$ cat src/rtl/pec15_frame_engine_core_defines.svh
// Assertion macros shared by the PEC frame engine RTL.
// No dependencies; included by files that carry concurrent checks.
`ifndef PEC15_FRAME_ENGINE_CORE_DEFINES_SVH
`define PEC15_FRAME_ENGINE_CORE_DEFINES_SVH

// Same-cycle implication, disabled while reset is asserted.
`define PFE_ASSERT_NOW(lbl, clk, rstn, ante, cons, msg) \
  lbl: assert property (@(posedge clk) disable iff (!(rstn)) (ante) |-> (cons)) \
    else $error(msg);

// Next-cycle implication, disabled while reset is asserted.
`define PFE_ASSERT_NEXT(lbl, clk, rstn, ante, cons, msg) \
  lbl: assert property (@(posedge clk) disable iff (!(rstn)) (ante) |=> (cons)) \
    else $error(msg);

`endif

$ cat src/rtl/pfe_pkg.sv
// Shared constants for the PEC frame engine.
// No dependencies.
package pfe_pkg;

  localparam int unsigned DefMaxDevices = 16;
  localparam int unsigned GroupIdxW     = 4;
  localparam int unsigned RemW          = 16;

  localparam logic [RemW-1:0] PecSeed = 16'd16;
  localparam logic [RemW-1:0] PecPoly = 16'h4599;

endpackage

$ cat src/rtl/pfe_ifs.sv
// Input and result channels of the PEC frame engine (valid/ready).
// Depends on pfe_pkg for the group index width.
interface pfe_in_if;
  logic       valid;
  logic       ready;
  logic       op;
  logic [7:0] data_byte;
  logic       group_end;
  logic       frame_start;

  modport source (output valid, output op, output data_byte, output group_end,
                  output frame_start, input ready);
  modport sink   (input valid, input op, input data_byte, input group_end,
                  input frame_start, output ready);
endinterface

interface pfe_out_if;
  logic                            valid;
  logic                            ready;
  logic [7:0]                      out_byte;
  logic                            is_status;
  logic                            pec_error;
  logic [pfe_pkg::GroupIdxW-1:0]   group_index;
  logic                            last;

  modport source (output valid, output out_byte, output is_status, output pec_error,
                  output group_index, output last, input ready);
  modport sink   (input valid, input out_byte, input is_status, input pec_error,
                  input group_index, input last, output ready);
endinterface

$ cat src/rtl/pfe_crc_step.sv
// One CRC-15 byte step of the PEC remainder, bitwise form of the byte table.
// Depends on pfe_pkg.
module pfe_crc_step (
  input  logic [pfe_pkg::RemW-1:0] rem_i,
  input  logic [7:0]               byte_i,
  output logic [pfe_pkg::RemW-1:0] rem_o
);
  import pfe_pkg::*;

  logic [7:0]      addr;
  logic [RemW-1:0] tbl;

  assign addr = rem_i[14:7] ^ byte_i;

  // eight shift/xor steps on the table index
  always_comb begin
    tbl = {1'b0, addr, 7'b0};
    for (int b = 0; b < 8; b++) begin
      if (tbl[14]) begin
        tbl = {tbl[RemW-2:0], 1'b0} ^ PecPoly;
      end else begin
        tbl = {tbl[RemW-2:0], 1'b0};
      end
    end
  end

  assign rem_o = {rem_i[7:0], 8'b0} ^ tbl;

endmodule

$ cat src/rtl/pec15_frame_engine_core.sv
// PEC frame engine top level. Depends on pfe_pkg, pfe_ifs, pfe_crc_step and
// pec15_frame_engine_core_defines.svh.
// The echo beat is registered and appears in the cycle after its input beat is accepted.
// Throughput: one input beat per cycle while the result register is free; a send group
// end adds two PEC beats and a receive group end one status beat, during which input is held off.
// Reset (async, active low): remainder to seed 16, group counter to 0, no beats.
module pec15_frame_engine_core #(
  parameter int unsigned MaxDevices = pfe_pkg::DefMaxDevices
) (
  input  logic     clk_i,
  input  logic     rst_ni,
  pfe_in_if.sink   in_i,
  pfe_out_if.source out_o
);
  import pfe_pkg::*;
  `include "pec15_frame_engine_core_defines.svh"

  localparam logic [GroupIdxW-1:0] LastGroup = GroupIdxW'(MaxDevices - 1);

  // running state
  logic [RemW-1:0]      rem_q;
  logic [GroupIdxW-1:0] group_q;

  // result register
  logic                 out_valid_q;
  logic [7:0]           out_byte_q;
  logic                 is_status_q;
  logic                 pec_error_q;
  logic [GroupIdxW-1:0] group_index_q;
  logic                 last_q;

  // beats still owed for the current item (PEC bytes or status)
  logic [1:0]           pend_cnt_q;
  logic                 pend_send_q;
  logic [RemW-1:0]      pend_pec_q;
  logic [GroupIdxW-1:0] pend_gidx_q;

  logic                 out_load;
  logic                 in_ready;
  logic                 accept;
  logic [RemW-1:0]      rem_base;
  logic [RemW-1:0]      rem_upd;
  logic [RemW-1:0]      pec;
  logic [GroupIdxW-1:0] gidx;
  logic [GroupIdxW-1:0] group_next;

  // result register frees when empty or being taken
  assign out_load = !out_valid_q || out_o.ready;
  assign in_ready = (pend_cnt_q == 2'd0) && out_load;
  assign accept   = in_i.valid && in_ready;
  assign in_i.ready = in_ready;

  // frame start reseeds before the byte goes in
  assign rem_base = in_i.frame_start ? PecSeed : rem_q;
  assign gidx     = in_i.frame_start ? '0 : group_q;

  pfe_crc_step u_crc_step (
    .rem_i  (rem_base),
    .byte_i (in_i.data_byte),
    .rem_o  (rem_upd)
  );

  assign pec        = {rem_upd[RemW-2:0], 1'b0};
  assign group_next = (gidx == LastGroup) ? '0 : gidx + 1'b1;

  // control state
  always_ff @(posedge clk_i or negedge rst_ni) begin
    if (!rst_ni) begin
      rem_q       <= PecSeed;
      group_q     <= '0;
      out_valid_q <= 1'b0;
      pend_cnt_q  <= 2'd0;
    end else begin
      if (accept) begin
        rem_q   <= in_i.group_end ? PecSeed : rem_upd;
        group_q <= (in_i.group_end && in_i.op) ? group_next : gidx;
      end
      if (out_load) begin
        if (pend_cnt_q != 2'd0) begin
          out_valid_q <= 1'b1;
          pend_cnt_q  <= pend_cnt_q - 2'd1;
        end else if (accept) begin
          out_valid_q <= 1'b1;
          if (in_i.group_end) begin
            pend_cnt_q <= in_i.op ? 2'd1 : 2'd2;
          end
        end else begin
          out_valid_q <= 1'b0;
        end
      end
    end
  end

  // payload, no reset needed
  always_ff @(posedge clk_i) begin
    if (accept) begin
      pend_send_q <= !in_i.op;
      pend_pec_q  <= pec;
      pend_gidx_q <= gidx;
    end
    if (out_load) begin
      if (pend_cnt_q != 2'd0) begin
        group_index_q <= pend_gidx_q;
        if (pend_send_q) begin
          out_byte_q  <= (pend_cnt_q == 2'd2) ? pend_pec_q[15:8] : pend_pec_q[7:0];
          is_status_q <= 1'b0;
          pec_error_q <= 1'b0;
          last_q      <= (pend_cnt_q == 2'd1);
        end else begin
          out_byte_q  <= 8'h00;
          is_status_q <= 1'b1;
          pec_error_q <= |pend_pec_q;
          last_q      <= 1'b1;
        end
      end else if (accept) begin
        out_byte_q    <= in_i.data_byte;
        is_status_q   <= 1'b0;
        pec_error_q   <= 1'b0;
        group_index_q <= gidx;
        last_q        <= !in_i.group_end;
      end
    end
  end

  assign out_o.valid       = out_valid_q;
  assign out_o.out_byte    = out_byte_q;
  assign out_o.is_status   = is_status_q;
  assign out_o.pec_error   = pec_error_q;
  assign out_o.group_index = group_index_q;
  assign out_o.last        = last_q;

  `PFE_ASSERT_NOW(a_no_accept_while_owed, clk_i, rst_ni,
    in_i.valid && in_i.ready, pend_cnt_q == 2'd0, "input beat taken with beats owed")
  `PFE_ASSERT_NOW(a_owed_needs_valid, clk_i, rst_ni,
    pend_cnt_q != 2'd0, out_valid_q, "owed beats behind an empty result register")
  `PFE_ASSERT_NEXT(a_send_end_owes_two, clk_i, rst_ni,
    accept && in_i.group_end && !in_i.op, pend_cnt_q == 2'd2 && out_valid_q && !last_q,
    "send group end did not queue two PEC beats")
  `PFE_ASSERT_NOW(a_status_shape, clk_i, rst_ni,
    out_valid_q && is_status_q, out_byte_q == 8'h00 && last_q && pend_cnt_q == 2'd0,
    "malformed status beat")
  `PFE_ASSERT_NOW(a_group_range, clk_i, rst_ni,
    1'b1, group_q <= LastGroup, "group counter beyond device count")

endmodule
$ cat src/flat_wrapper.sv
// flat-port wrapper written by rule: the top's interface ports become plain ports
module pec15_frame_engine_core_flat import pfe_pkg::*;
#(
  parameter int unsigned MaxDevices = pfe_pkg::DefMaxDevices
)
  (clk_i, rst_ni, in_i_valid, in_i_op, in_i_data_byte, in_i_group_end, in_i_frame_start, in_i_ready, out_o_valid, out_o_out_byte, out_o_is_status, out_o_pec_error, out_o_group_index, out_o_last, out_o_ready);
  pfe_in_if in_i_i ();
  pfe_out_if out_o_i ();
  input  logic clk_i;
  input  logic rst_ni;
  input wire logic [$bits(in_i_i.valid)-1:0] in_i_valid;
  input wire logic [$bits(in_i_i.op)-1:0] in_i_op;
  input wire logic [$bits(in_i_i.data_byte)-1:0] in_i_data_byte;
  input wire logic [$bits(in_i_i.group_end)-1:0] in_i_group_end;
  input wire logic [$bits(in_i_i.frame_start)-1:0] in_i_frame_start;
  output wire logic [$bits(in_i_i.ready)-1:0] in_i_ready;
  output wire logic [$bits(out_o_i.valid)-1:0] out_o_valid;
  output wire logic [$bits(out_o_i.out_byte)-1:0] out_o_out_byte;
  output wire logic [$bits(out_o_i.is_status)-1:0] out_o_is_status;
  output wire logic [$bits(out_o_i.pec_error)-1:0] out_o_pec_error;
  output wire logic [$bits(out_o_i.group_index)-1:0] out_o_group_index;
  output wire logic [$bits(out_o_i.last)-1:0] out_o_last;
  input wire logic [$bits(out_o_i.ready)-1:0] out_o_ready;
  assign in_i_i.valid = in_i_valid;
  assign in_i_i.op = in_i_op;
  assign in_i_i.data_byte = in_i_data_byte;
  assign in_i_i.group_end = in_i_group_end;
  assign in_i_i.frame_start = in_i_frame_start;
  assign in_i_ready = in_i_i.ready;
  assign out_o_valid = out_o_i.valid;
  assign out_o_out_byte = out_o_i.out_byte;
  assign out_o_is_status = out_o_i.is_status;
  assign out_o_pec_error = out_o_i.pec_error;
  assign out_o_group_index = out_o_i.group_index;
  assign out_o_last = out_o_i.last;
  assign out_o_i.ready = out_o_ready;
  pec15_frame_engine_core #(.MaxDevices(MaxDevices)) u_core (.clk_i(clk_i), .rst_ni(rst_ni), .in_i(in_i_i), .out_o(out_o_i));
endmodule
$ cat config.mk
export PLATFORM = sky130hd
export DESIGN_NAME = pec15_frame_engine_core_flat
export DESIGN_NICKNAME = d
export VERILOG_FILES = /design/src/rtl/pfe_pkg.sv /design/src/rtl/pfe_ifs.sv /design/src/rtl/pfe_crc_step.sv /design/src/rtl/pec15_frame_engine_core.sv /design/src/flat_wrapper.sv
export VERILOG_INCLUDE_DIRS = /design/src /design/src/rtl
export SDC_FILE = /design/constraint.sdc
export NUM_CORES = 1
export LEC_CHECK = 0
export BUFFER_PORTS_ARGS = -buffer_cell sky130_fd_sc_hd__buf_4
export CAP_MARGIN = 5
export CORE_MARGIN = 1
export CORE_UTILIZATION = 45
export CTS_BUF_LIST = sky130_fd_sc_hd__clkbuf_4
export DETAILED_ROUTE_END_ITERATION = 6
export PLACE_DENSITY = 0.63
export SETUP_SLACK_MARGIN = 0.1
export SLEW_MARGIN = 20
export SYNTH_ARGS = -nofsm -noshare
export SYNTH_HDL_FRONTEND = slang
export SYNTH_HIERARCHICAL = 1
export SYNTH_SLANG_ARGS = --single-unit
$ cat constraint.sdc
create_clock -name clk_i -period 4 [get_ports clk_i]
set_input_delay 0.4 -clock clk_i [delete_from_list [all_inputs] [get_ports clk_i]]
set_output_delay 0.4 -clock clk_i [all_outputs]
set_load 0.05 [all_outputs]
==> results.md, run 1 <==
* Initial Util at 0.4796
* Clock root cell: clkbuf_4
* TritonCTS clock tree: yes
* Kind of critical path: flip-flop to flip-flop
* Syn nets at 259
* Synth warn at 6
* Worst hold-check path type: input port to flip-flop
* Syn-to-layout area delta at 14.72%
* Post-route antenna net violation count at 0
* Number of global-route vias before repair at between 1500 and 2000
* Vias per cell at 5.285
* Initial DRC count at 98
* Clock Tree Buf Depth at 2
* Worst slew margin at 0.5154
* Row Count at 28
* Fmax at 0.4192 GHz
* N_diodes at 0
* Fin nets at 290
* Worst-path clk slew at about 0.10 ns
* Element type at the critical path start: flip-flop
* Mapped Area at 2907 µm²
* CP Capture Type: flip-flop
* Mean Syn Cell Area at about 12 µm²
* Placement Cell Area at roughly 3200 µm²
* TritonCTS Sinks at between 50 and 60
* Post-route design area at roughly 3300 µm²
* PostCTS Resize Cnt at 0
* Required time of the critical path at 4.30 ns
* Global route total overflow at 0
* Die ar. at roughly 6800 µm²
* Cell Pwr Density at about 740 nW/µm²
* Vias at 1871
* Fin. Hold Viols at 0
* Dpl hpwl at between 4 and 5 mm
* Final WL at ~5.8 mm
* Period utilization at 0.5964
* Max Cap Viol at 0
* Max IR drop VDD at around 0.33 mV
* Worst-Margin Slew at ~0.73 ns
* Drt drc at 0
* Share of layout cells above drive strength 1 at 0.2258
* Port Buffers at 31
* H-Tree Depth at 3
* Worst Path Arrival at 2.68 ns
* Chip Width at 82.37 µm
* Mapped Cells at roughly 240
* Setup TNS at 0 ns
* Wire length of the first global-routing pass at around 9 mm
* WL per Instance at ~16 µm
* Largest net degree at the start of global routing at 42
* Placed cells at roughly 340
* Core box area at ~6000 µm²
* Outcome: finished, final reports clean
* Routability cong. at roughly 0.83
* Period minus WS final at 2.386 ns
* Final Hold Slack at 0.2603 ns
* Slew Viols, Final at 0
* Drt first pass iters at 4
* Initial antenna violation count at 0
* Top-Level Pins at 32
* Setup violators final at 0
* GRT Resource Usage Total at 0.1934
* Worst Skew at ~0.013 ns
* RSZ-0062 raised after global routing: false
* Die Ht at 82.37 µm
* Fin cells at roughly 350
* Max FO, Critical Path at a little over 40
* LEAKAGE at between 0.001 and 0.0015 µW
* Clk_lat worst skew at between 0.4 and 0.5 ns
* Cts bufs inserted at 9
## worst paths after layout
| check | from | end | slack, ns | cells after the start |
|---|---|---|---|---|
| max in group asynchronous | rst_ni | u_core/rem_q[4] | 3.31 | 2 |
| min in group asynchronous | rst_ni | u_core/rem_q[2] | 0.41 | 2 |
| max reg2reg | u_core/pend_cnt_q[0] | u_core/group_q[1] | 1.61 | 5 |
| max | u_core/pend_cnt_q[0] | u_core/group_q[1] | 1.61 | 5 |
| min reg2reg | u_core/rem_q[4] | u_core/rem_q[4] | 0.46 | 2 |
| min | in_i_valid | u_core/out_o.valid | 0.26 | 2 |
## report_power, final
group          leakage [µW]  switching, µW  total, µW  internal [µW]
clock network     0.0000862            220        477            257
registers          0.000620           95.6        986            890
logic              0.000673            589       1010            424
## per-layer routing
layer | vias up | part of all wire | track usage
met2 | 45 | 0.45 | 0.2760
met4 | 0 | 0.021 | 0.1035
met5 | - | 0 | 0
met3 | 12 | 0.038 | 0.03846
met1 | 896 | 0.49 | 0.2748
li1 | 918 | - | -
## final cells by class
class	count	area [µm²]
Sequential cell	57	1603
Multi-Input combinational cell	168	1215
Tap cell	75	93.84
Inverter	6	22.52
Clock inverter	6	82.58
Fill cell	518	2726
Clock buffer	10	75.07
Timing Repair Buffer	32	242.7
## cell usage in the layout (no fill, tap or decap), types with 7 or more instances in the layout
cell type,count
edfxtp_1,35
a21oi_1,7
o21ai_0,8
nor2b_1,17
a22o_1,14
buf_4,31
clkbuf_4,10
nand3b_1,14
nand2_1,35
dfrtp_1,21
xnor2_1,24
## critical path: stages (launching register included)
cell	delay, ns
dfrtp_1	0.57
nor2_4	0.35
nand3_4	0.28
inv_2	0.63
o21ai_0	0.20
a32o_1	0.24
## stage by stage
stage                     worst slack [ns]  total power [µW]  utilization
after floorplan                      1.634              1772            -
after CTS                            1.615              2490       0.5498
final                                1.614              2477       0.5502
after global placement               1.676              1990       0.5221
after detailed placement             1.641              2009       0.5221
after global routing                 1.426              2610       0.5502
## state kept, by name (all words and copies together), names as in the netlist
register and cells:
u_core/out_o.out_byte 8, u_core/out_o.group_index 4, u_core/out_o.pec_error 1, u_core/pend_gidx_q 4, u_core/group_q 4, u_core/out_o.is_status 1
u_core/out_o.last 1, u_core/pend_send_q 1, u_core/out_o.valid 1, u_core/pend_pec_q 15, u_core/pend_cnt_q 2, u_core/rem_q 15
## what timing repair did
item                                    CTS  global route
buffers inserted                          0             0
hold buffers                              1             0
endpoints found under the setup margin    0             0
hold endpoints to repair                 21             0
(Power assumes the default switching activity.)
==> inputs of run 2 (changes only) <==
--- a/config.mk
+++ b/config.mk
@@ -12,7 +12,7 @@
 export CORE_UTILIZATION = 45
 export CTS_BUF_LIST = sky130_fd_sc_hd__clkbuf_4
 export DETAILED_ROUTE_END_ITERATION = 6
-export PLACE_DENSITY = 0.63
+export PLACE_DENSITY = 0.65
 export SETUP_SLACK_MARGIN = 0.1
 export SLEW_MARGIN = 20
 export SYNTH_ARGS = -nofsm -noshare
==> constraint.sdc (replaced) <==
create_clock -name clk_i -period 2 [get_ports clk_i]
set_input_delay 0.2 -clock clk_i [delete_from_list [all_inputs] [get_ports clk_i]]
set_output_delay 0.2 -clock clk_i [all_outputs]
set_load 0.05 [all_outputs]
==> run 2 against run 1 <==
Effect of this change:
- die area is the same
- worst hold slack got worse by 0.20 ns
- register-to-register slack lost 1.5 ns
- sequential share of layout area shrank 3.2 points
- final cell count is 5.6% higher
- worst setup slack got worse by 1.5 ns
- sequential power rose by 99%
- first-iteration DRC count shrank 6.1%
- count of clock-buffer cells in the layout grew 1
- combinational power increased by 140%
- cell area increased by 7.1%
- critical path type unchanged
- largest cell class unchanged
==> results.md, run 2 (synthesis results as in run 1) <==
* Outcome: finished, final reports clean
* Period minus WS final at ~1.9 ns
* Critical-path cell list: nor2b_4, xnor2_4, xnor3_2, buf_12, xnor3_1, nand3b_1, nand2_1
* Worst-path clk slew at around 0.09 ns
* FILL cells at around 510
* Worst Skew at about 0.017 ns
* Placed cells at about 350
* Drt drc at 0
* Clock Tree Buf Depth at 2
* Top-Level Pins at 32
* Post-route antenna net violation count at 0
* Reg-to-reg setup timing slack at ~0.085 ns
* TritonCTS clock tree: yes
* Placement Cell Area at approximately 3300 µm²
* Drt first pass iters at 4
* Max IR drop VDD at approximately 0.61 mV
* Clk_lat worst skew at roughly 0.40 ns
* Kind of critical path: flip-flop to flip-flop
* Global route total overflow at 0
* Dpl hpwl at approximately 4.2 mm
* CP Capture Type: flip-flop
* TritonCTS Sinks at 57
* Commonest non-fill, non-tap cell in the layout: buf_4
* Worst slew margin at 0.7085
* Cell Pwr Density at approximately 1500 nW/µm²
* Vias per cell at around 5.3
* LEAKAGE at about 0.0015 µW
* Slew Viols, Final at 0
* Initial antenna violation count at 0
* Cts bufs inserted at 9
* Worst path max stage delay at about 0.53 ns
* Wire length of the first global-routing pass at approximately 9.4 mm
* Die Ht at roughly 80 µm
* Worst-Margin Slew at between 0.4 and 0.5 ns
* Clock root cell: clkbuf_4
* N_diodes at 0
* Setup TNS at 0 ns
* Core box area at between 6000 and 7000 µm²
* Post-route design area at 3571 µm²
* Commonest non-fill, non-tap cells in the layout: 49 x buf_4, 35 x nand2_1, 35 x edfxtp_1, 21 x dfrtp_1, 16 x xnor2_1
* Largest net degree at the start of global routing at 23
* Vias at ~2000
* WL per Instance at between 15 and 20 µm
* Final WL at 6.084 mm
* Initial Util at 0.4796
* Port Buffers at 31
* H-Tree Depth at 3
* Chip Width at just over 80 µm
* Syn-to-layout area delta at 22.86%
* Number of global-route vias before repair at 1829
* Max FO, Critical Path at 4
* Routability cong. at between 0.7 and 0.8
* Worst hold-check path type: input port to flip-flop
* Required time of the critical path at approximately 2.3 ns
* Fin. Hold Viols at 0
* Worst Path Arrival at ~2.2 ns
* GRT Resource Usage Total at 0.1941
* RSZ-0062 raised after global routing: true
* Row Count at 28
* Setup violators final at 0
* Final design utilization at 0.5892
* Max Cap Viol at 0
* Die ar. at 6784 µm²
* Fmax at between 0.5 and 0.6 GHz
* Period utilization at 0.9574
* Initial DRC count at between 90 and 100
* Share of layout cells above drive strength 1 at 0.3110
* Element type at the critical path start: flip-flop
* CP max-delay cell: xnor3_2
* Fin cells at 374
* Fin nets at 310
[run 2: changes by cell type in the layout (fill, tap and decap cells not counted), sizes merged]
| cell | change |
|---|---|
| clkinvlp | -1 |
| buf | +20 |
| clkbuf | +1 |
| clkinv | +1 |
| bufinv | -1 |
[run 2: per-stage QoR]
step	worst slack (ns)	hold slack, ns	total power (µW)
floorplan	0.1094	-0.09559	3569
global placement	0.07809	0.1142	4081
detailed placement	0.04670	0.1153	4114
CTS	0.1125	0.04203	4961
global route	0.01823	0.04461	5515
finish	0.08525	0.06047	5231
[run 2: worst max-delay path, delay by kind of cell, from the launching register on]
family / cells / cell delay, ns
AND/OR/NAND/NOR: 3 / 0.29
XOR/XNOR: 3 / 0.95
buffers and inverters: 1 / 0.17
flip-flops: 1 / 0.40
[run 2: per-layer routing]
layer,up-vias,GRT usage,routed length [µm],part of all wire
li1,960,-,-,-
met1,965,0.2716,2856,0.47
met2,60,0.2876,2829,0.46
met3,8,0.03407,298,0.049
met5,-,0,0,0
met4,0,0.1000,100,0.016
[run 2: report_power, final]
part	leakage (µW)	total [µW]	internal (µW)	switching [µW]
registers	0.000620	1960	1780	176
clock network	0.0000757	812	398	414
logic	0.000827	2460	1150	1320
[run 2: final timing paths]
check                                start  cells after the start            endpoint
max reg2reg                u_core/rem_q[9]                      7    u_core/rem_q[14]
max                        u_core/rem_q[9]                      7    u_core/rem_q[14]
max in group asynchronous           rst_ni                      2     u_core/rem_q[4]
min reg2reg                u_core/rem_q[4]                      2     u_core/rem_q[4]
min in group asynchronous           rst_ni                      2     u_core/rem_q[2]
min                             in_i_valid                      2  u_core/out_o.valid
[run 2: area by class of cell]
cell class | instances | area (µm²) | area share
clock buffers | 11 | 82.58 | 0.02313
clock inverters | 5 | 47.55 | 0.01331
inverters | 6 | 22.52 | 0.006307
multi-input cells | 168 | 1304 | 0.3651
flip-flops and latches | 57 | 1603 | 0.4488
well taps | 75 | 93.84 | 0.02628
repair buffers | 52 | 417.9 | 0.1170
[run 2: what timing repair did]
action,CTS,global route
pin swaps,2,7
setup endpoints to repair,3,15
hold endpoints to repair,22,0
setup buffers,2,6
resized for setup,1,10
hold buffers,1,0
